`src/hw/rtl/sds_pkg.sv`:
```
package sds_pkg;

    // Widths of the query, the divisor counter and the result.
    localparam int N_W     = 21;
    localparam int D_W     = 11;
    localparam int TOTAL_W = 40;
    localparam int PROD_W  = 2 * N_W;
    localparam int ACC_W   = PROD_W;

    // Largest query served; larger queries are clamped to it.
    localparam logic [N_W-1:0] N_MAX = N_W'(1048576);

    // Largest value the result field can carry.
    localparam logic [TOTAL_W-1:0] TOTAL_MAX = '1;

    // Quotient bits retired per divider cycle and the resulting cycle count.
    localparam int DIV_BITS  = 3;
    localparam int DIV_STEPS = N_W / DIV_BITS;
    localparam int CNT_W     = $clog2(DIV_STEPS);

    // Multiplier operand selection.
    localparam logic [1:0] MUL_DQ = 2'd0;  // d * q
    localparam logic [1:0] MUL_QQ = 2'd1;  // q * (q + 1)
    localparam logic [1:0] MUL_SS = 2'd2;  // s * (s + 1)
    localparam logic [1:0] MUL_ST = 2'd3;  // s * T(s)

    // Accumulator operations.
    localparam logic [1:0] ACC_NONE     = 2'd0;
    localparam logic [1:0] ACC_ADD      = 2'd1;
    localparam logic [1:0] ACC_ADD_HALF = 2'd2;
    localparam logic [1:0] ACC_SUB      = 2'd3;

    typedef struct packed {
        logic       load;
        logic       div_start;
        logic       mul_en;
        logic [1:0] mul_sel;
        logic [1:0] acc_op;
        logic       d_inc;
        logic       out_load;
    } sds_cmd_t;

    typedef struct packed {
        logic div_done;
        logic q_lt_d;
    } sds_stat_t;

endpackage

```
`src/hw/rtl/sds_div.sv`:
```
module sds_div (
    input  logic                         clk,
    input  logic                         rst_n,
    input  logic                         start,
    input  logic [sds_pkg::N_W-1:0]      dividend,
    input  logic [sds_pkg::D_W-1:0]      divisor,
    output logic [sds_pkg::N_W-1:0]      quotient,
    output logic                         done
);

    localparam logic [sds_pkg::CNT_W-1:0] CNT_LAST = sds_pkg::CNT_W'(sds_pkg::DIV_STEPS - 1);

    logic [sds_pkg::N_W-1:0] quo_reg;
    logic [sds_pkg::N_W-1:0] quo_next;
    logic [sds_pkg::D_W:0]   rem_reg;
    logic [sds_pkg::D_W:0]   rem_next;
    logic [sds_pkg::D_W-1:0] den_reg;
    logic [sds_pkg::CNT_W-1:0] cnt_reg;
    logic                    busy_reg;
    logic                    done_reg;

    // Restoring division, several quotient bits per cycle.
    always_comb
    begin
        quo_next = quo_reg;
        rem_next = rem_reg;
        for (int k = 0; k < sds_pkg::DIV_BITS; k++)
        begin
            rem_next = {rem_next[sds_pkg::D_W-1:0], quo_next[sds_pkg::N_W-1]};
            quo_next = {quo_next[sds_pkg::N_W-2:0], 1'b0};
            if (rem_next >= {1'b0, den_reg})
            begin
                rem_next    = rem_next - {1'b0, den_reg};
                quo_next[0] = 1'b1;
            end
        end
    end

    always_ff @(posedge clk or negedge rst_n)
    begin
        if (!rst_n)
        begin
            busy_reg <= 1'b0;
            done_reg <= 1'b0;
            cnt_reg  <= '0;
        end
        else
        begin
            done_reg <= busy_reg && (cnt_reg == CNT_LAST);
            if (start)
            begin
                busy_reg <= 1'b1;
                cnt_reg  <= '0;
            end
            else if (busy_reg)
            begin
                cnt_reg <= cnt_reg + 1'b1;
                if (cnt_reg == CNT_LAST)
                begin
                    busy_reg <= 1'b0;
                end
            end
        end
    end

    always_ff @(posedge clk)
    begin
        if (start)
        begin
            quo_reg <= dividend;
            rem_reg <= '0;
            den_reg <= divisor;
        end
        else if (busy_reg)
        begin
            quo_reg <= quo_next;
            rem_reg <= rem_next;
        end
    end

    assign quotient = quo_reg;
    assign done     = done_reg;

endmodule

```
`src/hw/rtl/sds_datapath.sv`:
```
module sds_datapath (
    input  logic                         clk,
    input  logic                         rst_n,
    input  sds_pkg::sds_cmd_t            cmd,
    output sds_pkg::sds_stat_t           stat,
    input  logic [sds_pkg::N_W-1:0]      n,
    output logic [sds_pkg::TOTAL_W-1:0]  total
);

    localparam int PAD_W = sds_pkg::N_W - sds_pkg::D_W;

    logic [sds_pkg::N_W-1:0]     n_reg;
    logic [sds_pkg::D_W-1:0]     d_reg;
    logic [sds_pkg::ACC_W-1:0]   acc_reg;
    logic [sds_pkg::ACC_W-1:0]   acc_next;
    logic [sds_pkg::PROD_W-1:0]  prod_reg;
    logic [sds_pkg::PROD_W-1:0]  prod_next;
    logic [sds_pkg::TOTAL_W-1:0] total_reg;
    logic [sds_pkg::N_W-1:0]     q;
    logic [sds_pkg::D_W-1:0]     s;
    logic [sds_pkg::N_W-1:0]     mul_a;
    logic [sds_pkg::N_W-1:0]     mul_b;
    logic                        div_done;

    sds_div u_div (
        .clk      (clk),
        .rst_n    (rst_n),
        .start    (cmd.div_start),
        .dividend (n_reg),
        .divisor  (d_reg),
        .quotient (q),
        .done     (div_done)
    );

    // s is the last divisor that passed the square-root test.
    assign s = d_reg - 1'b1;

    always_comb
    begin
        unique case (cmd.mul_sel)
            sds_pkg::MUL_DQ:
            begin
                mul_a = {{PAD_W{1'b0}}, d_reg};
                mul_b = q;
            end
            sds_pkg::MUL_QQ:
            begin
                mul_a = q;
                mul_b = q + 1'b1;
            end
            sds_pkg::MUL_SS:
            begin
                mul_a = {{PAD_W{1'b0}}, s};
                mul_b = {{PAD_W{1'b0}}, s + 1'b1};
            end
            default:
            begin
                mul_a = {{PAD_W{1'b0}}, s};
                mul_b = prod_reg[sds_pkg::N_W:1];
            end
        endcase
    end

    assign prod_next = mul_a * mul_b;

    always_comb
    begin
        unique case (cmd.acc_op)
            sds_pkg::ACC_NONE:     acc_next = acc_reg;
            sds_pkg::ACC_ADD:      acc_next = acc_reg + prod_reg;
            sds_pkg::ACC_ADD_HALF: acc_next = acc_reg + {1'b0, prod_reg[sds_pkg::PROD_W-1:1]};
            default:               acc_next = acc_reg - prod_reg;
        endcase
    end

    always_ff @(posedge clk)
    begin
        if (cmd.load)
        begin
            n_reg   <= (n > sds_pkg::N_MAX) ? sds_pkg::N_MAX : n;
            d_reg   <= sds_pkg::D_W'(1);
            acc_reg <= '0;
        end
        else
        begin
            acc_reg <= acc_next;
            if (cmd.d_inc)
            begin
                d_reg <= d_reg + 1'b1;
            end
        end
        if (cmd.mul_en)
        begin
            prod_reg <= prod_next;
        end
        if (cmd.out_load)
        begin
            total_reg <= (acc_reg > {{(sds_pkg::ACC_W-sds_pkg::TOTAL_W){1'b0}}, sds_pkg::TOTAL_MAX})
                         ? sds_pkg::TOTAL_MAX : acc_reg[sds_pkg::TOTAL_W-1:0];
        end
    end

    assign stat.div_done = div_done;
    assign stat.q_lt_d   = q < {{PAD_W{1'b0}}, d_reg};
    assign total         = total_reg;

endmodule

```
`src/hw/rtl/sds_ctrl.sv`:
```
module sds_ctrl (
    input  logic               clk,
    input  logic               rst_n,
    input  logic               req_valid,
    output logic               req_stall,
    output logic               rsp_valid,
    input  logic               rsp_stall,
    input  sds_pkg::sds_stat_t stat,
    output sds_pkg::sds_cmd_t  cmd
);

    localparam logic [3:0] S_IDLE  = 4'd0;
    localparam logic [3:0] S_START = 4'd1;
    localparam logic [3:0] S_WAIT  = 4'd2;
    localparam logic [3:0] S_MUL_A = 4'd3;
    localparam logic [3:0] S_MUL_B = 4'd4;
    localparam logic [3:0] S_ACC   = 4'd5;
    localparam logic [3:0] S_FIN_A = 4'd6;
    localparam logic [3:0] S_FIN_B = 4'd7;
    localparam logic [3:0] S_FIN_C = 4'd8;
    localparam logic [3:0] S_DONE  = 4'd9;

    logic [3:0] state_reg;
    logic [3:0] state_next;
    logic       rsp_valid_reg;
    logic       rsp_valid_next;
    logic       slot_free;

    assign slot_free = !rsp_valid_reg || !rsp_stall;

    always_comb
    begin
        state_next = state_reg;
        cmd        = '0;
        cmd.mul_sel = sds_pkg::MUL_DQ;
        cmd.acc_op  = sds_pkg::ACC_NONE;
        unique case (state_reg)
            S_IDLE:
            begin
                if (req_valid)
                begin
                    cmd.load   = 1'b1;
                    state_next = S_START;
                end
            end
            S_START:
            begin
                cmd.div_start = 1'b1;
                state_next    = S_WAIT;
            end
            S_WAIT:
            begin
                if (stat.div_done)
                begin
                    state_next = stat.q_lt_d ? S_FIN_A : S_MUL_A;
                end
            end
            S_MUL_A:
            begin
                cmd.mul_en  = 1'b1;
                cmd.mul_sel = sds_pkg::MUL_DQ;
                state_next  = S_MUL_B;
            end
            S_MUL_B:
            begin
                cmd.mul_en  = 1'b1;
                cmd.mul_sel = sds_pkg::MUL_QQ;
                cmd.acc_op  = sds_pkg::ACC_ADD;
                state_next  = S_ACC;
            end
            S_ACC:
            begin
                cmd.acc_op = sds_pkg::ACC_ADD_HALF;
                cmd.d_inc  = 1'b1;
                state_next = S_START;
            end
            S_FIN_A:
            begin
                cmd.mul_en  = 1'b1;
                cmd.mul_sel = sds_pkg::MUL_SS;
                state_next  = S_FIN_B;
            end
            S_FIN_B:
            begin
                cmd.mul_en  = 1'b1;
                cmd.mul_sel = sds_pkg::MUL_ST;
                state_next  = S_FIN_C;
            end
            S_FIN_C:
            begin
                cmd.acc_op = sds_pkg::ACC_SUB;
                state_next = S_DONE;
            end
            S_DONE:
            begin
                if (slot_free)
                begin
                    cmd.out_load = 1'b1;
                    state_next   = S_IDLE;
                end
            end
            default:
            begin
                state_next = S_IDLE;
            end
        endcase
    end

    always_comb
    begin
        priority if (cmd.out_load)
        begin
            rsp_valid_next = 1'b1;
        end
        else if (!rsp_stall)
        begin
            rsp_valid_next = 1'b0;
        end
        else
        begin
            rsp_valid_next = rsp_valid_reg;
        end
    end

    always_ff @(posedge clk or negedge rst_n)
    begin
        if (!rst_n)
        begin
            state_reg     <= S_IDLE;
            rsp_valid_reg <= 1'b0;
        end
        else
        begin
            state_reg     <= state_next;
            rsp_valid_reg <= rsp_valid_next;
        end
    end

    assign req_stall = (state_reg != S_IDLE);
    assign rsp_valid = rsp_valid_reg;

endmodule

```
`src/hw/rtl/summatory_divisor_sum_top.sv`:
```
// Throughput: one query at a time; each divisor step runs the divider (3 quotient bits per
// cycle), then the shared multiplier and accumulator steps.
// Reset: rst_n is asynchronous, active low; it idles the controller and empties the output.
module summatory_divisor_sum_top (
    input  logic                         clk,
    input  logic                         rst_n,
    input  logic                         req_valid,
    output logic                         req_stall,
    input  logic [sds_pkg::N_W-1:0]      n,
    output logic                         rsp_valid,
    input  logic                         rsp_stall,
    output logic [sds_pkg::TOTAL_W-1:0]  total
);

    // The sum of sigma(i) for i up to n equals the sum over d of d * floor(n / d).
    // The hyperbola method splits that sum at s = floor(sqrt(n)):
    //     total = sum over d <= s of ( d * q + q * (q + 1) / 2 ) - s * s * (s + 1) / 2
    // with q = floor(n / d). The loop runs d upward and stops at the first d with q < d,
    // which is exactly the first d above s, so no square root is ever formed.
    //
    // Each loop step runs one division in the iterative divider, then two products in the
    // single shared multiplier, each added into a wide accumulator the following cycle. The
    // correction term takes two more products and one subtraction. The accumulator is two
    // bits wider than the result so that the partial sum before the correction never wraps.
    //
    // The result lands in an output register, so a finished word may sit there while the
    // next query word is already accepted and worked on.

    sds_pkg::sds_cmd_t  cmd;
    sds_pkg::sds_stat_t stat;

    sds_ctrl u_ctrl (
        .clk       (clk),
        .rst_n     (rst_n),
        .req_valid (req_valid),
        .req_stall (req_stall),
        .rsp_valid (rsp_valid),
        .rsp_stall (rsp_stall),
        .stat      (stat),
        .cmd       (cmd)
    );

    sds_datapath u_dp (
        .clk   (clk),
        .rst_n (rst_n),
        .cmd   (cmd),
        .stat  (stat),
        .n     (n),
        .total (total)
    );

    // Once a query word is taken, the block stays busy until its result is produced.
    a_busy_after_accept: assert property (@(posedge clk) disable iff (!rst_n)
        req_valid && !req_stall |=> req_stall)
        else $error("query accepted but block did not go busy");

    // Loading the output register always presents a valid result word next cycle.
    a_load_shows_valid: assert property (@(posedge clk) disable iff (!rst_n)
        cmd.out_load |=> rsp_valid)
        else $error("result loaded but not presented");

    // The divider reports completion for a single cycle per division.
    a_div_done_pulse: assert property (@(posedge clk) disable iff (!rst_n)
        stat.div_done |=> !stat.div_done)
        else $error("divider done held for more than one cycle");

endmodule
```
`config.mk`:
```
export PLATFORM = sky130hd
export DESIGN_NAME = summatory_divisor_sum_top
export DESIGN_NICKNAME = d
export VERILOG_FILES = /design/src/hw/rtl/sds_pkg.sv /design/src/hw/rtl/sds_div.sv /design/src/hw/rtl/sds_datapath.sv /design/src/hw/rtl/sds_ctrl.sv /design/src/hw/rtl/summatory_divisor_sum_top.sv
export SDC_FILE = /design/constraint.sdc
export NUM_CORES = 2
export LEC_CHECK = 0
export BUFFER_PORTS_ARGS = -buffer_cell sky130_fd_sc_hd__buf_2
export CAP_MARGIN = 20
export CORE_UTILIZATION = 66
export CTS_CLUSTER_DIAMETER = 30
export CTS_CLUSTER_SIZE = 25
export DETAILED_ROUTE_END_ITERATION = 8
export PLACE_DENSITY = 0.84
export SKIP_CTS_REPAIR_TIMING = 1
export SLEW_MARGIN = 20
export SYNTH_ARGS = -nofsm -noshare
export SYNTH_HDL_FRONTEND = slang
export SYNTH_SLANG_ARGS = --single-unit
export TNS_END_PERCENT = 20
```
`constraint.sdc`:
```
create_clock -name clk -period 11.5 [get_ports clk]
set_input_delay 2.3 -clock clk [delete_from_list [all_inputs] [get_ports clk]]
set_output_delay 2.3 -clock clk [all_outputs]
set_load 0.02 [all_outputs]
```
==> flow_metrics.env <==
export IMPL_status="finished clean"
export IMPL_rows=76
export IMPL_synth_area_per_cell_um2=8.43
export IMPL_worst_setup_path_end_kind="register"
export IMPL_numClockSinks=209
export IMPL_cp_data_arrival_time_ns=10.86
export IMPL_clock_skew_ns=0.0322
export IMPL_io_buffer_count=66
export IMPL_drive_gt1_share_pct=6.84
export IMPL_nets=4094
export IMPL_cp_top_family="adder cells"
export IMPL_grt_pass1_wl_um=138000
export IMPL_area_growth_pct=7.29
export IMPL_gp_congestion=1.06
export IMPL_worstSetupStartpointType="register"
export IMPL_cpMostUsedCell="fa_1"
export IMPL_slowest_stage="a21oi_1"
export IMPL_rsz0062_at_grt="false"
export IMPL_grt_antenna_before_repair=3
export IMPL_drt_total_wl_um=88500
export IMPL_required_ns=11.78
export IMPL_core_area_um2=43600
export IMPL_setup_viol=0
export IMPL_cp_max_fo=23
export IMPL_r2r_end="u_dp.prod_reg[37]"
export IMPL_r2r_cells=29
export IMPL_synth_edf_count=135
export IMPL_slowest_delay_ns=0.93
export IMPL_cts_tree="done"
export IMPL_cts_root_buf="clkbuf_16"
export IMPL_synth_top_area_share_pct=24.6
export IMPL_drv_slew=0
export IMPL_ys_top_cells_by_area="fa_1 25%, edfxtp_1 14%, ha_1 10%"
export IMPL_grt_usage_pct=39.6
export IMPL_vias=26000
export IMPL_finalSetupTns_ns=0
export IMPL_ant_nets=0
export IMPL_rr_startpoint="u_ctrl.state_reg[0]"
export IMPL_numCtsBuffers=41
export IMPL_yosysMostFrequentCell="inv_1"
export IMPL_worstSetupPathType="reg2reg"
export IMPL_post_route_min_period_ns=10.58
export IMPL_hpwl_um=68800
export IMPL_top_level_ports=67
export IMPL_grt_start_max_net_pins=86
export IMPL_ys_types=82
export IMPL_h_tree_depth=2
export IMPL_grt_pass1_vias=25600
export IMPL_syn_inst=3489
export IMPL_drtPass1Iterations=6
export IMPL_fin_ws_ns=0.917
export IMPL_seq_area_frac_synth_pct=19.0
export IMPL_hold_viol=0
export IMPL_holdWs_ns=0.499
export IMPL_clk_path_buf_depth=3
export IMPL_worst_slew_pin_slew_ns=1.26
export IMPL_relSlewSlack_pct=15.9
export IMPL_hold_class="reg2reg"
export IMPL_syn_area_um2=29400
export IMPL_wl_per_cell_um=21.7
export IMPL_clock_latency_ns=0.54
export IMPL_fin_util_pct=72.5
export IMPL_rrSetupSlack_ns=0.92
export IMPL_die_x_um=213
export IMPL_fmax_mhz=94.5
export IMPL_fp_dieArea_um2=45400
export IMPL_startpoint="u_ctrl.state_reg[0]"
export IMPL_endpoint="u_dp.prod_reg[37]"
export IMPL_via_per_inst=6.37
export IMPL_ys_top_cells_by_count="504 x inv_1, 415 x nand2_1, 374 x nor2_1"
export IMPL_drc=0
export IMPL_pre_cts_ws_ns=1.26
export IMPL_critical_path_cell_count=29
export IMPL_initial_core_util_pct=67.6
export IMPL_fin_crit_sh_pct=92.0
export IMPL_chipHeight_um=213
export IMPL_drv_cap=0
export IMPL_synth_largest_area_cell="fa_1"
export IMPL_yosysWarnings=0
export IMPL_syn_num_nets=4122
export IMPL_ys_flop_type="edfxtp_1"
export IMPL_drt_iter0_drc=2829
export IMPL_grt_overflow_total=0
export IMPL_synth_seq_cells=209
export IMPL_synthArstFlopShare_pct=4.78
export IMPL_cp_num_buf_inv=6
export IMPL_clkTransAtPathRegs_ns=0.05
==> layer usage <==
metal  vias up  track usage, %  routed length [um]
met4         6            24.2                5870
met3       373            8.22                9090
met5         -               0                  33
li1      11500               -                   -
met2      1488            61.7               39800
met1     12600            50.9               33700
==> cell families (layout without fill, tap and decap cells) <==
| logic type | Yosys count | in the layout | synth area share, % |
|---|---|---|---|
| mux | 25 | 25 | 0.884 |
| flops | 209 | 209 | 19.0 |
| xor+xnor | 127 | 127 | 3.78 |
| simple gates | 1186 | 1186 | 18.3 |
| other cells | 0 | 1 | 0 |
| fa+ha+maj | 608 | 608 | 35.1 |
| buf+inv | 692 | 696 | 9.02 |
| compound gates | 642 | 642 | 14.0 |
==> area by class of cell <==
cell class                 instances  area [um^2]
tap                              585          732
antenna                            1         2.50
clock buffer                      47         1080
timing repair buffer             114          691
inverter                         507         1900
clock inverter                    28          289
multi-input combinational       2588        21300
fill                            3344        12000
sequential                       209         5590
==> how the worst min path moves through the flow <==
stage	from	end	slack, ns	depth (start not counted)
after CTS	u_dp.acc_reg[2]	u_dp.acc_reg[2]	0.49	2
final	u_dp.acc_reg[2]	u_dp.acc_reg[2]	0.50	2
after global routing	u_dp.acc_reg[2]	u_dp.acc_reg[2]	0.51	2
after floorplan	u_dp.d_reg[5]	u_dp.u_div.den_reg[5]	0.41	0
after detailed placement	u_dp.u_div.rem_reg[2]	u_dp.u_div.rem_reg[2]	0.49	2
after global placement	u_dp.acc_reg[14]	u_dp.acc_reg[14]	0.48	2
==> per-stage QoR <==
stage / instances / instance area, um^2
6_report: 4079 / 31600
5_1_grt: 4078 / 31600
4_1_cts: 4078 / 31500
3_5_place_dp: 4003 / 30200
3_3_place_gp: 4003 / 30200
2_1_floorplan: 3489 / 29400
==> cell usage in the layout (no fill, tap or decap), types with 15 or more instances in the layout <==
master	n
a31oi_1	15
a22oi_1	30
buf_4	48
clkbuf_16	42
mux2i_1	17
nor2b_1	31
xor2_1	36
a221o_1	20
a21o_1	61
inv_1	503
o21ai_0	139
nor2_1	373
buf_2	66
nor4_1	19
nand2_1	415
xnor2_1	91
fa_1	362
dfxtp_1	62
or3_1	58
and2_1	44
nand2b_1	46
nand4_1	21
nand3_1	48
edfxtp_1	135
ha_1	245
a211oi_1	18
and3_1	20
nor3_1	62
a21oi_1	200
o21bai_1	24
==> worst register-to-register path, delay by kind of cell (launching register included) <==
kind / cells / cell delay, ns
flops: 1 / 0.68
fa+ha+maj: 8 / 4.11
buf+inv: 6 / 0.98
simple gates: 7 / 1.78
compound gates: 7 / 2.70
xor+xnor: 1 / 0.09
Power is not shown: default switching activity piles up to over one toggle a cycle in this logic, so the estimate is an artifact.
